===== src/sv/vfv_pkg.sv =====
// ----------------------------------------------------------------------------
// vfv_pkg
// Shared types and constants for the voice frame validator.
// ----------------------------------------------------------------------------
package vfv_pkg;

  // sample word and fixed-point scaling
  localparam int unsigned SAMPLE_BITS = 16;
  localparam int unsigned RATE_FRAC   = 15;
  localparam int unsigned FRAC2       = 2 * (SAMPLE_BITS - 1);

  // 1e-6 in squared-sample units, rounded
  localparam longint unsigned EPS_SQ = ((64'd1 << FRAC2) + 64'd500000) / 64'd1000000;
  localparam int unsigned     EPS_W  = $clog2(EPS_SQ + 1);

  localparam int unsigned MAX_FRAME_DEF  = 1024;
  localparam int unsigned BG_MIN_FRAMES  = 10;
  localparam int unsigned CROSS_OUT_W    = 10;

  // port widths
  localparam int unsigned CFG_IDX_W  = 3;
  localparam int unsigned CFG_DATA_W = 16;
  localparam int unsigned S_DATA_W   = 64;
  localparam int unsigned S_USER_W   = 1;
  localparam int unsigned M_DATA_W   = 16;
  localparam int unsigned M_USER_W   = 4;

  // register reset values
  localparam logic [10:0] RST_FRAME_LENGTH = 11'd320;
  localparam logic [15:0] RST_ENERGY_MIN   = 16'd492;
  localparam logic [15:0] RST_RANGE_MIN    = 16'd262;
  localparam logic [14:0] RST_CROSS_MAX    = 15'd11469;
  localparam logic [14:0] RST_CROSS_MIN    = 15'd328;
  localparam logic [15:0] RST_HALF_RATIO   = 16'd26214;
  localparam logic [7:0]  RST_BG_FACTOR    = 8'd56;

  typedef enum logic [CFG_IDX_W-1:0] {
    CFG_FRAME_LENGTH = 3'd0,
    CFG_ENERGY_MIN   = 3'd1,
    CFG_RANGE_MIN    = 3'd2,
    CFG_CROSS_MAX    = 3'd3,
    CFG_CROSS_MIN    = 3'd4,
    CFG_HALF_RATIO   = 3'd5,
    CFG_BG_FACTOR    = 3'd6,
    CFG_ADAPTIVE     = 3'd7
  } cfg_idx_e;

  typedef enum logic [2:0] {
    RSN_PASS        = 3'd0,
    RSN_NO_UPSTREAM = 3'd1,
    RSN_ENERGY      = 3'd2,
    RSN_RANGE       = 3'd3,
    RSN_CROSSINGS   = 3'd4,
    RSN_HIGH_HALF   = 3'd5,
    RSN_BACKGROUND  = 3'd6
  } reason_e;

  // frame-level side inputs, sampled with the last sample of a frame
  typedef struct packed {
    logic        upstream_voice;
    logic [15:0] frame_energy;
    logic [15:0] background_level;
    logic [15:0] background_count;
  } frame_info_t;

  // thresholds seen by the decision pipeline
  typedef struct packed {
    logic [15:0] energy_min;
    logic [15:0] range_min;
    logic [14:0] crossing_rate_max;
    logic [14:0] crossing_rate_min;
    logic [15:0] half_ratio_min;
    logic [7:0]  background_factor;
    logic        adaptive_enable;
  } cfg_t;

endpackage


===== src/sv/vfv_front.sv =====
// ----------------------------------------------------------------------------
// vfv_front
// Per-sample statistics: extremes, zero crossings, squared-sample half sums.
// ----------------------------------------------------------------------------
module vfv_front #(
  parameter int unsigned MAX_FRAME = vfv_pkg::MAX_FRAME_DEF,
  parameter int unsigned LEN_W     = $clog2(MAX_FRAME + 1),
  parameter int unsigned REC_W     = 8
) (
  input  logic                                   clk_i,
  input  logic                                   rst_ni,
  input  logic                                   s_valid_i,
  output logic                                   s_ready_o,
  input  logic signed [vfv_pkg::SAMPLE_BITS-1:0] sample_i,
  input  vfv_pkg::frame_info_t                   info_i,
  input  logic [LEN_W-1:0]                       len_i,
  output logic                                   rec_valid_o,
  input  logic                                   rec_ready_i,
  output logic [REC_W-1:0]                       rec_o
);

  localparam int unsigned SB      = vfv_pkg::SAMPLE_BITS;
  localparam int unsigned IDX_W   = $clog2(MAX_FRAME);
  localparam int unsigned SQ_W    = 2 * SB - 1;
  localparam int unsigned EW      = SQ_W + LEN_W;
  localparam int unsigned RANGE_W = SB + 1;
  localparam logic signed [SB-1:0] S_MAX = {1'b0, {(SB-1){1'b1}}};
  localparam logic signed [SB-1:0] S_MIN = {1'b1, {(SB-1){1'b0}}};

  // sample stage
  logic [IDX_W-1:0]         idx_q, idx_d;
  logic                     prev_q, prev_d;
  logic signed [SB-1:0]     max_q, max_d, min_q, min_d;
  logic [IDX_W-1:0]         cnt_q, cnt_d;

  logic                     s_fire, nonneg, last, first_half, cross_inc;
  logic [LEN_W-1:0]         idx_ext;
  logic [IDX_W-1:0]         cnt_new;
  logic signed [SB-1:0]     max_new, min_new;
  logic [RANGE_W-1:0]       range_new;
  logic signed [2*SB-1:0]   sq_full;

  // square / accumulate stage
  logic                     p_v_q, p_v_d;
  logic                     p_last_q, p_first_q;
  logic [SQ_W-1:0]          p_sq_q;
  logic [RANGE_W-1:0]       p_range_q;
  logic [IDX_W-1:0]         p_cnt_q;
  vfv_pkg::frame_info_t     p_info_q;
  logic                     p_adv;

  logic [EW-1:0]            acc1_q, acc1_d, acc2_q, acc2_d;
  logic [EW-1:0]            sq_ext, add1, add2;

  assign s_fire = s_valid_i && s_ready_o;

  always_comb begin
    nonneg     = ~sample_i[SB-1];
    idx_ext    = LEN_W'(idx_q);
    last       = (idx_ext + LEN_W'(1)) >= len_i;
    first_half = idx_ext < (len_i >> 1);
    cross_inc  = (idx_q != '0) && (nonneg != prev_q);
    cnt_new    = cnt_q + IDX_W'(cross_inc);
    max_new    = (sample_i > max_q) ? sample_i : max_q;
    min_new    = (sample_i < min_q) ? sample_i : min_q;
    range_new  = {max_new[SB-1], max_new} - {min_new[SB-1], min_new};
    sq_full    = sample_i * sample_i;
  end

  always_comb begin
    idx_d  = idx_q;
    prev_d = prev_q;
    max_d  = max_q;
    min_d  = min_q;
    cnt_d  = cnt_q;
    if (s_fire) begin
      if (last) begin
        idx_d  = '0;
        prev_d = 1'b0;
        max_d  = S_MIN;
        min_d  = S_MAX;
        cnt_d  = '0;
      end else begin
        idx_d  = idx_q + IDX_W'(1);
        prev_d = nonneg;
        max_d  = max_new;
        min_d  = min_new;
        cnt_d  = cnt_new;
      end
    end
  end

  always_ff @(posedge clk_i or negedge rst_ni) begin
    if (!rst_ni) begin
      idx_q  <= '0;
      prev_q <= 1'b0;
      max_q  <= S_MIN;
      min_q  <= S_MAX;
      cnt_q  <= '0;
    end else begin
      idx_q  <= idx_d;
      prev_q <= prev_d;
      max_q  <= max_d;
      min_q  <= min_d;
      cnt_q  <= cnt_d;
    end
  end

  // a frame end only stalls when the record queue is full
  assign p_adv       = !p_last_q || rec_ready_i;
  assign s_ready_o   = !p_v_q || p_adv;
  assign rec_valid_o = p_v_q && p_last_q;

  always_comb begin
    p_v_d = p_v_q;
    if (s_fire) begin
      p_v_d = 1'b1;
    end else if (p_adv) begin
      p_v_d = 1'b0;
    end
  end

  always_ff @(posedge clk_i or negedge rst_ni) begin
    if (!rst_ni) begin
      p_v_q    <= 1'b0;
      p_last_q <= 1'b0;
    end else begin
      p_v_q <= p_v_d;
      if (s_fire) begin
        p_last_q <= last;
      end
    end
  end

  always_ff @(posedge clk_i) begin
    if (s_fire) begin
      p_first_q <= first_half;
      p_sq_q    <= sq_full[SQ_W-1:0];
      p_range_q <= range_new;
      p_cnt_q   <= cnt_new;
      p_info_q  <= info_i;
    end
  end

  always_comb begin
    sq_ext = EW'(p_sq_q);
    add1   = acc1_q + (p_first_q ? sq_ext : '0);
    add2   = acc2_q + (p_first_q ? '0 : sq_ext);
    acc1_d = acc1_q;
    acc2_d = acc2_q;
    if (p_v_q && p_adv) begin
      acc1_d = p_last_q ? '0 : add1;
      acc2_d = p_last_q ? '0 : add2;
    end
  end

  always_ff @(posedge clk_i or negedge rst_ni) begin
    if (!rst_ni) begin
      acc1_q <= '0;
      acc2_q <= '0;
    end else begin
      acc1_q <= acc1_d;
      acc2_q <= acc2_d;
    end
  end

  assign rec_o = {p_info_q, p_range_q, p_cnt_q, add1, add2};

  // a frame record waiting on a full queue is held, not dropped
  a_rec_held : assert property (@(posedge clk_i) disable iff (!rst_ni)
    rec_valid_o && !rec_ready_i |=> rec_valid_o && $stable(p_cnt_q) && $stable(acc1_q))
    else $error("frame record lost while stalled");

  a_idx_wrap : assert property (@(posedge clk_i) disable iff (!rst_ni)
    s_fire && last |=> idx_q == '0 && cnt_q == '0)
    else $error("frame state not cleared at frame end");

endmodule


===== src/sv/vfv_fifo.sv =====
// ----------------------------------------------------------------------------
// vfv_fifo
// Two-entry queue for frame records between statistics and decision.
// ----------------------------------------------------------------------------
module vfv_fifo #(
  parameter int unsigned WIDTH = 8
) (
  input  logic             clk_i,
  input  logic             rst_ni,
  input  logic             in_valid_i,
  output logic             in_ready_o,
  input  logic [WIDTH-1:0] in_data_i,
  output logic             out_valid_o,
  input  logic             out_ready_i,
  output logic [WIDTH-1:0] out_data_o
);

  localparam int unsigned DEPTH = 2;

  logic [WIDTH-1:0] mem_q [DEPTH];
  logic             wr_ptr_q, rd_ptr_q;
  logic [1:0]       cnt_q, cnt_d;
  logic             push, pop;

  assign in_ready_o  = cnt_q != 2'(DEPTH);
  assign out_valid_o = cnt_q != '0;
  assign push        = in_valid_i && in_ready_o;
  assign pop         = out_valid_o && out_ready_i;
  assign out_data_o  = mem_q[rd_ptr_q];

  always_comb begin
    cnt_d = cnt_q;
    if (push && !pop) begin
      cnt_d = cnt_q + 2'd1;
    end else if (pop && !push) begin
      cnt_d = cnt_q - 2'd1;
    end
  end

  always_ff @(posedge clk_i or negedge rst_ni) begin
    if (!rst_ni) begin
      wr_ptr_q <= 1'b0;
      rd_ptr_q <= 1'b0;
      cnt_q    <= '0;
    end else begin
      cnt_q <= cnt_d;
      if (push) begin
        wr_ptr_q <= ~wr_ptr_q;
      end
      if (pop) begin
        rd_ptr_q <= ~rd_ptr_q;
      end
    end
  end

  always_ff @(posedge clk_i) begin
    if (push) begin
      mem_q[wr_ptr_q] <= in_data_i;
    end
  end

  a_cnt_bound : assert property (@(posedge clk_i) disable iff (!rst_ni)
    cnt_q <= 2'(DEPTH) && ((cnt_q == 2'(DEPTH)) || (cnt_q == '0) || (wr_ptr_q != rd_ptr_q)))
    else $error("queue fill and pointers disagree");

endmodule


===== src/sv/vfv_back.sv =====
// ----------------------------------------------------------------------------
// vfv_back
// Decision pipeline: scaled-product compares and reason priority.
// ----------------------------------------------------------------------------
module vfv_back #(
  parameter int unsigned MAX_FRAME = vfv_pkg::MAX_FRAME_DEF,
  parameter int unsigned LEN_W     = $clog2(MAX_FRAME + 1),
  parameter int unsigned REC_W     = 8
) (
  input  logic                                  clk_i,
  input  logic                                  rst_ni,
  input  vfv_pkg::cfg_t                         cfg_i,
  input  logic [LEN_W-1:0]                      len_i,
  input  logic                                  rec_valid_i,
  output logic                                  rec_ready_o,
  input  logic [REC_W-1:0]                      rec_i,
  output logic                                  res_valid_o,
  input  logic                                  res_ready_i,
  output vfv_pkg::reason_e                      reason_o,
  output logic [vfv_pkg::CROSS_OUT_W-1:0]       crossings_o
);

  localparam int unsigned SB      = vfv_pkg::SAMPLE_BITS;
  localparam int unsigned IDX_W   = $clog2(MAX_FRAME);
  localparam int unsigned EW      = 2 * SB - 1 + LEN_W;
  localparam int unsigned RANGE_W = SB + 1;
  localparam int unsigned CR_W    = vfv_pkg::RATE_FRAC + LEN_W;
  localparam int unsigned SPLIT   = (EW + 1) / 2;
  localparam int unsigned HI_W    = EW - SPLIT;
  localparam int unsigned LO_PW   = SPLIT + 16;
  localparam int unsigned HI_PW   = HI_W + 16;
  localparam int unsigned EPS_PW  = vfv_pkg::EPS_W + 16;
  localparam int unsigned HALF_W  = EW + 17;
  localparam int unsigned BG_W    = 24;

  // record fields
  vfv_pkg::frame_info_t  r_info;
  logic [RANGE_W-1:0]    r_range;
  logic [IDX_W-1:0]      r_cnt;
  logic [EW-1:0]         r_first, r_second;

  logic adv;

  // stage 1: products and simple compares
  logic               c1_v_q;
  logic               c1_no_up_q, c1_low_e_q, c1_small_r_q, c1_bg_en_q;
  logic [IDX_W-1:0]   c1_cnt_q;
  logic [EW-1:0]      c1_first_q;
  logic [15:0]        c1_energy_q;
  logic [CR_W-1:0]    c1_crmax_q, c1_crmin_q;
  logic [LO_PW-1:0]   c1_p_lo_q;
  logic [HI_PW-1:0]   c1_p_hi_q;
  logic [EPS_PW-1:0]  c1_p_eps_q;
  logic [BG_W-1:0]    c1_bg_q;

  // stage 2: sums and rate/background compares
  logic               c2_v_q;
  logic               c2_no_up_q, c2_low_e_q, c2_small_r_q, c2_cross_bad_q, c2_bg_bad_q;
  logic [IDX_W-1:0]   c2_cnt_q;
  logic [HALF_W-1:0]  c2_lhs_q, c2_rhs_q;
  logic [CR_W-1:0]    cross_scaled;

  // result register
  logic               out_v_q;
  vfv_pkg::reason_e   out_reason_q, reason_d;
  logic [IDX_W-1:0]   out_cnt_q;

  assign {r_info, r_range, r_cnt, r_first, r_second} = rec_i;

  assign adv         = !out_v_q || res_ready_i;
  assign rec_ready_o = adv;

  always_ff @(posedge clk_i or negedge rst_ni) begin
    if (!rst_ni) begin
      c1_v_q  <= 1'b0;
      c2_v_q  <= 1'b0;
      out_v_q <= 1'b0;
    end else if (adv) begin
      c1_v_q  <= rec_valid_i;
      c2_v_q  <= c1_v_q;
      out_v_q <= c2_v_q;
    end
  end

  always_ff @(posedge clk_i) begin
    if (adv) begin
      c1_no_up_q   <= !r_info.upstream_voice;
      c1_low_e_q   <= r_info.frame_energy < cfg_i.energy_min;
      c1_small_r_q <= r_range < RANGE_W'(cfg_i.range_min);
      c1_bg_en_q   <= cfg_i.adaptive_enable &&
                      (r_info.background_count > 16'(vfv_pkg::BG_MIN_FRAMES));
      c1_cnt_q     <= r_cnt;
      c1_first_q   <= r_first;
      c1_energy_q  <= r_info.frame_energy;
      c1_crmax_q   <= CR_W'(cfg_i.crossing_rate_max) * CR_W'(len_i);
      c1_crmin_q   <= CR_W'(cfg_i.crossing_rate_min) * CR_W'(len_i);
      c1_p_lo_q    <= LO_PW'(r_second[SPLIT-1:0]) * LO_PW'(cfg_i.half_ratio_min);
      c1_p_hi_q    <= HI_PW'(r_second[EW-1:SPLIT]) * HI_PW'(cfg_i.half_ratio_min);
      c1_p_eps_q   <= EPS_PW'(vfv_pkg::EPS_SQ) * EPS_PW'(cfg_i.half_ratio_min);
      c1_bg_q      <= BG_W'(r_info.background_level) * BG_W'(cfg_i.background_factor);
    end
  end

  assign cross_scaled = CR_W'(c1_cnt_q) << vfv_pkg::RATE_FRAC;

  always_ff @(posedge clk_i) begin
    if (adv) begin
      c2_no_up_q     <= c1_no_up_q;
      c2_low_e_q     <= c1_low_e_q;
      c2_small_r_q   <= c1_small_r_q;
      c2_cross_bad_q <= (cross_scaled > c1_crmax_q) || (cross_scaled < c1_crmin_q);
      c2_bg_bad_q    <= c1_bg_en_q && ((BG_W'(c1_energy_q) << 4) < c1_bg_q);
      c2_cnt_q       <= c1_cnt_q;
      c2_lhs_q       <= HALF_W'(c1_first_q) << vfv_pkg::RATE_FRAC;
      c2_rhs_q       <= (HALF_W'(c1_p_hi_q) << SPLIT) + HALF_W'(c1_p_lo_q)
                        + HALF_W'(c1_p_eps_q);
    end
  end

  // first failing check wins
  always_comb begin
    if (c2_no_up_q) begin
      reason_d = vfv_pkg::RSN_NO_UPSTREAM;
    end else if (c2_low_e_q) begin
      reason_d = vfv_pkg::RSN_ENERGY;
    end else if (c2_small_r_q) begin
      reason_d = vfv_pkg::RSN_RANGE;
    end else if (c2_cross_bad_q) begin
      reason_d = vfv_pkg::RSN_CROSSINGS;
    end else if (c2_lhs_q < c2_rhs_q) begin
      reason_d = vfv_pkg::RSN_HIGH_HALF;
    end else if (c2_bg_bad_q) begin
      reason_d = vfv_pkg::RSN_BACKGROUND;
    end else begin
      reason_d = vfv_pkg::RSN_PASS;
    end
  end

  always_ff @(posedge clk_i) begin
    if (adv) begin
      out_reason_q <= reason_d;
      out_cnt_q    <= c2_cnt_q;
    end
  end

  assign res_valid_o = out_v_q;
  assign reason_o    = out_reason_q;
  assign crossings_o = vfv_pkg::CROSS_OUT_W'(out_cnt_q);

  // a stalled result freezes the whole decision pipeline
  a_stall_freeze : assert property (@(posedge clk_i) disable iff (!rst_ni)
    out_v_q && !res_ready_i |=> out_v_q && $stable(c1_v_q) && $stable(c2_v_q))
    else $error("decision pipeline moved under stall");

endmodule


===== src/sv/voice_frame_validator_core.sv =====
// ----------------------------------------------------------------------------
// voice_frame_validator_core
// Frame-level voice plausibility check on a stream of Q1.15 samples.
// ----------------------------------------------------------------------------
//
// Channel   Dir  Request moves                 Packing (low bit first)
// s_axis    in   one sample + frame side data   tdata: sample, frame_energy,
//                                               background_level, background_count;
//                                               tuser: upstream_voice
// m_axis    out  one decision per frame         tdata: crossings, zero pad;
//                                               tuser: is_voice, reject_reason
// cfg       in   one register write             index 0..7, data low bits used
//
// Cycles: one sample per clock sustained while no frame-end sample waits on a
// full record queue. A frame's decision passes the sample stage, the
// square/accumulate stage, then three stages of the decision pipeline
// (products, sums and compares, reason priority) and leaves the result register.
// Reset: control state and frame statistics are cleared, registers take
// their defaults; no clearing pass.
// Stalls: a held result stalls only the decision pipeline; a two-record queue
// absorbs it, and samples stop only when a frame-end sample meets a full queue.
//
module voice_frame_validator_core #(
  parameter int unsigned MAX_FRAME = vfv_pkg::MAX_FRAME_DEF
) (
  input  logic                               clk_i,
  input  logic                               rst_ni,
  // sample stream
  input  logic                               s_axis_tvalid,
  output logic                               s_axis_tready,
  // [15:0] sample, [31:16] frame_energy, [47:32] background_level,
  // [63:48] background_count
  input  logic [vfv_pkg::S_DATA_W-1:0]       s_axis_tdata,
  // [0] upstream_voice
  input  logic [vfv_pkg::S_USER_W-1:0]       s_axis_tuser,
  // decision stream
  output logic                               m_axis_tvalid,
  input  logic                               m_axis_tready,
  // [9:0] crossings, [15:10] zero
  output logic [vfv_pkg::M_DATA_W-1:0]       m_axis_tdata,
  // [0] is_voice, [3:1] reject_reason
  output logic [vfv_pkg::M_USER_W-1:0]       m_axis_tuser,
  // register writes
  input  logic                               cfg_valid_i,
  output logic                               cfg_ready_o,
  input  logic [vfv_pkg::CFG_IDX_W-1:0]      cfg_index_i,
  input  logic [vfv_pkg::CFG_DATA_W-1:0]     cfg_data_i
);

  localparam int unsigned SB      = vfv_pkg::SAMPLE_BITS;
  localparam int unsigned IDX_W   = $clog2(MAX_FRAME);
  localparam int unsigned LEN_W   = $clog2(MAX_FRAME + 1);
  localparam int unsigned EW      = 2 * SB - 1 + LEN_W;
  localparam int unsigned REC_W   = $bits(vfv_pkg::frame_info_t) + (SB + 1) + IDX_W + 2 * EW;

  // --------------------------------------------------------------------------
  // Register file. Writes are always taken; the user must write only while the block is idle, not enforced here.
  // --------------------------------------------------------------------------
  logic [10:0]          frame_length_q;
  vfv_pkg::cfg_t        cfg_q;
  logic                 cfg_fire;
  logic [LEN_W-1:0]     len;

  assign cfg_ready_o = 1'b1;
  assign cfg_fire    = cfg_valid_i && cfg_ready_o;

  always_ff @(posedge clk_i or negedge rst_ni) begin
    if (!rst_ni) begin
      frame_length_q          <= vfv_pkg::RST_FRAME_LENGTH;
      cfg_q.energy_min        <= vfv_pkg::RST_ENERGY_MIN;
      cfg_q.range_min         <= vfv_pkg::RST_RANGE_MIN;
      cfg_q.crossing_rate_max <= vfv_pkg::RST_CROSS_MAX;
      cfg_q.crossing_rate_min <= vfv_pkg::RST_CROSS_MIN;
      cfg_q.half_ratio_min    <= vfv_pkg::RST_HALF_RATIO;
      cfg_q.background_factor <= vfv_pkg::RST_BG_FACTOR;
      cfg_q.adaptive_enable   <= 1'b0;
    end else if (cfg_fire) begin
      unique case (vfv_pkg::cfg_idx_e'(cfg_index_i))
        vfv_pkg::CFG_FRAME_LENGTH: frame_length_q          <= cfg_data_i[10:0];
        vfv_pkg::CFG_ENERGY_MIN:   cfg_q.energy_min        <= cfg_data_i;
        vfv_pkg::CFG_RANGE_MIN:    cfg_q.range_min         <= cfg_data_i;
        vfv_pkg::CFG_CROSS_MAX:    cfg_q.crossing_rate_max <= cfg_data_i[14:0];
        vfv_pkg::CFG_CROSS_MIN:    cfg_q.crossing_rate_min <= cfg_data_i[14:0];
        vfv_pkg::CFG_HALF_RATIO:   cfg_q.half_ratio_min    <= cfg_data_i;
        vfv_pkg::CFG_BG_FACTOR:    cfg_q.background_factor <= cfg_data_i[7:0];
        vfv_pkg::CFG_ADAPTIVE:     cfg_q.adaptive_enable   <= cfg_data_i[0];
        default: ;
      endcase
    end
  end

  // effective frame length, clamped to [2, MAX_FRAME]
  always_comb begin
    if (frame_length_q < 11'd2) begin
      len = LEN_W'(2);
    end else if (32'(frame_length_q) > MAX_FRAME) begin
      len = LEN_W'(MAX_FRAME);
    end else begin
      len = LEN_W'(frame_length_q);
    end
  end

  // --------------------------------------------------------------------------
  // Input unpacking
  // --------------------------------------------------------------------------
  logic signed [SB-1:0]  sample;
  vfv_pkg::frame_info_t  info;

  assign sample                = s_axis_tdata[15:0];
  assign info.frame_energy     = s_axis_tdata[31:16];
  assign info.background_level = s_axis_tdata[47:32];
  assign info.background_count = s_axis_tdata[63:48];
  assign info.upstream_voice   = s_axis_tuser[0];

  // --------------------------------------------------------------------------
  // Front: statistics per sample, one record per frame into the queue
  // --------------------------------------------------------------------------
  logic             f_rec_valid, f_rec_ready;
  logic [REC_W-1:0] f_rec;
  logic             b_rec_valid, b_rec_ready;
  logic [REC_W-1:0] b_rec;

  vfv_front #(
    .MAX_FRAME (MAX_FRAME),
    .LEN_W     (LEN_W),
    .REC_W     (REC_W)
  ) u_front (
    .clk_i       (clk_i),
    .rst_ni      (rst_ni),
    .s_valid_i   (s_axis_tvalid),
    .s_ready_o   (s_axis_tready),
    .sample_i    (sample),
    .info_i      (info),
    .len_i       (len),
    .rec_valid_o (f_rec_valid),
    .rec_ready_i (f_rec_ready),
    .rec_o       (f_rec)
  );

  vfv_fifo #(
    .WIDTH (REC_W)
  ) u_fifo (
    .clk_i       (clk_i),
    .rst_ni      (rst_ni),
    .in_valid_i  (f_rec_valid),
    .in_ready_o  (f_rec_ready),
    .in_data_i   (f_rec),
    .out_valid_o (b_rec_valid),
    .out_ready_i (b_rec_ready),
    .out_data_o  (b_rec)
  );

  // --------------------------------------------------------------------------
  // Back: thresholds and reason code
  // --------------------------------------------------------------------------
  vfv_pkg::reason_e                  reason;
  logic [vfv_pkg::CROSS_OUT_W-1:0]   crossings;

  vfv_back #(
    .MAX_FRAME (MAX_FRAME),
    .LEN_W     (LEN_W),
    .REC_W     (REC_W)
  ) u_back (
    .clk_i       (clk_i),
    .rst_ni      (rst_ni),
    .cfg_i       (cfg_q),
    .len_i       (len),
    .rec_valid_i (b_rec_valid),
    .rec_ready_o (b_rec_ready),
    .rec_i       (b_rec),
    .res_valid_o (m_axis_tvalid),
    .res_ready_i (m_axis_tready),
    .reason_o    (reason),
    .crossings_o (crossings)
  );

  assign m_axis_tdata = vfv_pkg::M_DATA_W'(crossings);
  assign m_axis_tuser = {reason, reason == vfv_pkg::RSN_PASS};

endmodule

===== config.mk =====
export PLATFORM = sky130hd
export DESIGN_NAME = voice_frame_validator_core
export DESIGN_NICKNAME = d
export VERILOG_FILES = /design/src/sv/vfv_pkg.sv /design/src/sv/vfv_front.sv /design/src/sv/vfv_fifo.sv /design/src/sv/vfv_back.sv /design/src/sv/voice_frame_validator_core.sv
export SDC_FILE = /design/constraint.sdc
export NUM_CORES = 2
export LEC_CHECK = 0
export BUFFER_PORTS_ARGS = -buffer_cell sky130_fd_sc_hd__buf_2
export CORE_MARGIN = 5
export CORE_UTILIZATION = 55
export CTS_CLUSTER_DIAMETER = 100
export DETAILED_ROUTE_END_ITERATION = 6
export GPL_ROUTABILITY_DRIVEN = 0
export PLACE_DENSITY = 0.71
export SLEW_MARGIN = 5
export SYNTH_ARGS = -nofsm -noshare
export SYNTH_HDL_FRONTEND = slang
export SYNTH_SLANG_ARGS = --single-unit

===== constraint.sdc =====
create_clock -name clk_i -period 16.4 [get_ports clk_i]
set_input_delay 0 -clock clk_i [delete_from_list [all_inputs] [get_ports clk_i]]
set_output_delay 0 -clock clk_i [all_outputs]
set_load 0.005 [all_outputs]

Word-level counts from Yosys, hierarchy flattened
Memory sizes are Yosys's and may differ from the RTL's.
Index checks and enable logic that the tools add are counted.
Word-level totals
  register bits: 729
  RAM bits: 320
  bits of input ports: 89
  memories kept: 1
Memories
  u_fifo.mem_q: depth 2, width 160, rd ports 1, clocked after memory_dff 0, write ports 1, line vfv_fifo.sv:20  | logic [WIDTH-1:0] mem_q [DEPTH];
Cells by class
  add/subtract/negate cells: 10
  $mul: 7
  magnitude comparators: 13
  equal/unequal tests: 9
  mux-type cells: 24
  bitwise operators: 3
  reductions and logical operators: 35
Operators by type and width (number)
  42-bit adder: 2
  42-bit two-way mux: 2
  21-bit by 16-bit multiplier with 37-bit output: 2
  16-bit two-way mux: 4
  31-bit two-way mux: 2
  58-bit by 37-bit adder with 59-bit output: 1
  59-bit by 27-bit adder with 59-bit output: 1
  57-bit by 59-bit less-than comparator with 1-bit output: 1
  15-bit by 11-bit multiplier with 26-bit output: 2
  16-bit less-than comparator: 2
  16-bit by 16-bit multiplier with 31-bit output: 1
  25-bit by 26-bit greater-than comparator with 1-bit output: 1
  25-bit by 26-bit less-than comparator with 1-bit output: 1
  10-bit by 16-bit multiplier with 26-bit output (first input constant): 1
  20-bit by 24-bit less-than comparator with 1-bit output: 1
  16-bit by 8-bit multiplier with 24-bit output: 1
  11-bit two-way mux: 2
  10-bit two-way mux: 2
  17-bit by 16-bit less-than comparator with 1-bit output: 1
  16-bit by 16-bit subtractor with 17-bit output: 1
  16-bit greater-than comparator: 1
  16-bit by 4-bit greater-than comparator with 1-bit output (second input constant): 1
  2-bit AND reduction: 8
  3-bit == test (second input constant): 4
  other kinds (24): 56

Depth between registers and ports, before layout
  word-level depth: 6
  mapped depth: 28
  mapped depth without buffers: 26

Cells and area by module
Synthesis repeated with hierarchy kept, for this count alone.
Second synthesis, totals
  cell total of the unflattened synthesis: 8823
  area total of the unflattened synthesis: 95479.1 um2
By module, submodules not included
  vfv_back: instances 1, cells each 5578, area each 54927.7 um2, seq. area each 11395.9 um2
  vfv_front: instances 1, cells each 2484, area each 24323.3 um2, seq. area each 6711.4 um2
  vfv_fifo: instances 1, cells each 516, area each 12101.6 um2, seq. area each 9709.3 um2
  voice_frame_validator_core: instances 1, cells each 245, area each 4126.5 um2, seq. area each 2493.6 um2

Worst setup path before layout
Ideal clock, no wire load.
  kind: input port to flip-flop
  start point: input port m_axis_tready
  end point: register u_fifo.cnt_q[1]
  library setup time: 0.079 ns
  arrival time: 12.229 ns
  setup slack: 4.091 ns
  stages on the path: 6
  path buffers: 0
  cell sequence: nand2b_1 o21ai_0 ha_1 xor2_1 nor2_1 xor2_1
On the way
  cells in the longest elaborated chain, start to end: 5
Ends and longest elaborated chain
  start: declaration: line voice_frame_validator_core.sv:38  | input logic m_axis_tready,
  1-bit logical OR *: line vfv_back.sv:70  | assign adv = !out_v_q || res_ready_i;
  1-bit logical AND *: line vfv_fifo.sv:28  | assign pop = out_valid_o && out_ready_i;
  1-bit zero test: line vfv_fifo.sv:33  | if (push && !pop) begin
  1-bit logical AND: line vfv_fifo.sv:33
  2-bit two-way mux / 2-bit nonzero test (equally long branches)
  end signal: assignment: line vfv_fifo.sv:46  | cnt_q <= cnt_d;
  end: declaration: line vfv_fifo.sv:22  | logic [1:0] cnt_q, cnt_d;
Every way passes the cells marked *; elsewhere a longest branch is shown, timed or not.
A chain may end at the register's enable or synchronous reset.

Worst setup path in the final report
  start point: register u_fifo.rd_ptr_q
  end point: register u_back.c1_p_hi_q[36], data pin
On the way
  cells in the longest elaborated chain, start to end: 2
Ends and longest elaborated chain
  start: declaration: line vfv_fifo.sv:21  | logic wr_ptr_q, rd_ptr_q;
  start signal: assignment: line vfv_fifo.sv:51  | rd_ptr_q <= ~rd_ptr_q;
  memory read 2 x 160 bit
  21-bit by 16-bit multiplier with 37-bit output: line vfv_back.sv:98  | c1_p_hi_q <= HI_PW'(r_second[EW-1:SPLIT]) * HI_PW'(cfg_i.half_ratio_min);
  end signal: assignment: line vfv_back.sv:98
  end: declaration: line vfv_back.sv:52  | logic [HI_PW-1:0] c1_p_hi_q;
No other way between the ends.

==> impl_metrics.json <==
{
  "critical_path_required_ps": 16920,
  "antenna_found_initial": 6,
  "critPathKind": "reg -> reg",
  "htree_levels": 3,
  "synth_area_per_cell_um2": 10.7,
  "drtPass1Iterations": 6,
  "synth_top_area_share_pct": 25.8,
  "crit_top_cell": "fa_1",
  "setup_viol": 0,
  "synth_edf_count": 804,
  "fin_nets": 10900,
  "grt_pass1_vias": 67100,
  "cts.path.max_buffers": 3,
  "ios": 112,
  "die_y_um": 422,
  "cp_slowest_cell": "dfrtp_4",
  "postCtsSetupRepairBufs": 0,
  "cts_root_buf": "clkbuf_16",
  "holdCritPathClass": "in -> reg",
  "slew_violations": 0,
  "arrival_ps": 8770,
  "grt_overflow": 0,
  "ys_seq_elements": 1048,
  "maxCapViolations": 0,
  "ys_seq_area_share_pct": 32.4,
  "finalCriticalPeriod_ps": 8250,
  "finalHoldViolations": 0,
  "cp-startpoint": "u_fifo.rd_ptr_q",
  "ant_nets": 0,
  "drt_iter0_markers": 4465,
  "start_kind": "flip-flop",
  "cts_resized": 0,
  "cts-buffers-inserted": 112,
  "clkLatencyLatePin_ps": 790,
  "ys_warn_count": 0,
  "portBuffers": 104,
  "clkSlewWorstSetupHoldPaths_ps": 60,
  "crit_path_max_incr_delay_ps": 710,
  "tns_ps": 0,
  "wl_um": 231000,
  "grt_usage_pct": 26.2,
  "dpl.hpwl_um": 171000,
  "setup.worst_path.end_class": "flip-flop",
  "synthCells": 8734,
  "crit_path_max_fanout": 40,
  "synth_ff_type": "edfxtp_1",
  "holdWs_ps": 60.7,
  "relSlewSlack_pct": 15.4,
  "fmax_mhz": 121,
  "tightest_slew_ps": 1260,
  "grt_max_degree": 139,
  "most-common-layout-cells": "inv_1 (1,563), fa_1 (1,106), nand2_1 (983)",
  "ys_types": 91,
  "route.detailed.drc": 0,
  "cts.hold.buffers_added": 145,
  "synth_area_um2": 93400,
  "grt_pass1_wl_um": 369000,
  "coreArea_um2": 169000,
  "fin_area_um2": 101000,
  "status": "finished, final reports clean",
  "die_x_um": 422,
  "clock_sinks": 1048,
  "drive_gt1_share_pct": 7.35,
  "std_cell_rows": 151,
  "num_vias": 63000,
  "initial_core_util_pct": 55.3,
  "area_growth_pct": 8.49,
  "rsz0062_at_grt": "no",
  "layout_commonest_cell": "inv_1",
  "synth.area.top_cells": "edfxtp_1 (26%), fa_1 (24%), ha_1 (11%)",
  "synth_top_area_cell": "edfxtp_1",
  "layout_setup_ws_ps": 8150,
  "wire_per_inst_um": 20.7,
  "r2r-start": "u_fifo.rd_ptr_q",
  "hold_start": "s_axis_tdata[17]",
  "skew_ps": 56.7,
  "die-area_um2": 178000,
  "cts_tree": "done",
  "post-place-ws_ps": 8230,
  "async_flop_share_pct": 23.3,
  "fin_crit_sh_pct": 50.3,
  "via_per_inst": 5.64,
  "dpl-instance-area_um2": 96100
}
registers in the layout, summed over array words and instances, names as in the netlist, 30 cells and up:
name and cells:
u_front.acc2_q 42, u_front.acc1_q 42, u_back.c1_first_q 42, u_front.p_sq_q 30, u_back.c2_rhs_q 59, u_fifo.mem_q 320, u_back.c1_p_lo_q 37, u_back.c1_p_hi_q 37
cfg_q 87, u_front.rec_o 49, u_back.c2_lhs_q 42
synth_stat cells, drive strengths merged (9+ instances only):
cell,count
xor2,102
a211oi,25
nand4b,11
dfrtp,195
o22a,16
nor2,234
o21ai,213
a22o,83
nor4,23
and2,447
nand4,37
a31o,14
mux2,213
edfxtp,804
dfstp,49
o211ai,11
or3,12
buf,29
a21o,190
clkbuf,288
mux2i,22
nand3,105
and3,86
o31ai,21
xnor2,243
nor2b,108
ha,843
o21a,39
nand2b,61
nor3,48
nand2,984
fa,1106
a211o,11
a21oi,308
inv,1564
a31oi,33
o21bai,37
a41oi,9
or2,9
stage by stage:
step                      cells  utilization, %
after floorplan            8741               -
after global placement    10800            56.8
after detailed placement  10800            56.8
after CTS                 11200            59.9
after global routing      11200            59.9
final                     11200            60.0
path summary, 6_finish.rpt:
path,endpoint,cells after the start,slack (ps)
worst min-delay path,u_front.rec_o[144],2,60
min in group asynchronous,cfg_q[43],3,530
max in group asynchronous,u_fifo.rd_ptr_q,5,14220
worst max register to register,u_back.c1_p_hi_q[36],25,8150
worst max-delay path,u_back.c1_p_hi_q[36],25,8150
worst min register to register,u_back.c2_lhs_q[44],0,410
critical path, delay by kind of cell (launching register included):
kind | cells | cell delay, ps
muxes | 1 | 540
and+or+nand+nor | 5 | 750
DFF | 1 | 710
xor gates and xnor gates | 1 | 130
buffers and inverters | 6 | 840
adders and majority gates | 7 | 3430
AOI/OAI and AO/OA | 5 | 1480
metal layers:
metal	global-route usage, %	vias up	part of all wire [%]
met3	4.40	594	6.3
li1	-	28600	-
met2	43.1	2092	47
met4	14.6	0	6.6
met5	0	-	0
met1	33.2	31800	40
logic make-up (layout without fill, tap and decap cells):
kind of cell,Yosys count,after routing,share of synthesized area [%]
AND/OR/NAND/NOR,2187,2187,11.3
adder cells (fa/ha/maj),1949,1949,35.0
buffers and inverters,1887,2089,7.65
AO/OA/AOI/OAI,1081,1081,7.63
flip-flops,1048,1048,32.4
XOR/XNOR,345,345,3.23
multiplexers,235,235,2.80
other,2,13,0.00804
final cells by class:
cell class,count,area [um^2]
diodes,4,10.0
clock buffers,143,3030
clock inverters,70,808
fillers,13700,67700
inverters,1570,5900
multi-input cells,5806,56100
flip-flops and latches,1048,30300
well taps,2218,2780
repair buffers,306,2440
Power is left out: the tool's default activity adds up to more than one toggle a clock period on the data nets, which glitch-free logic cannot reach.
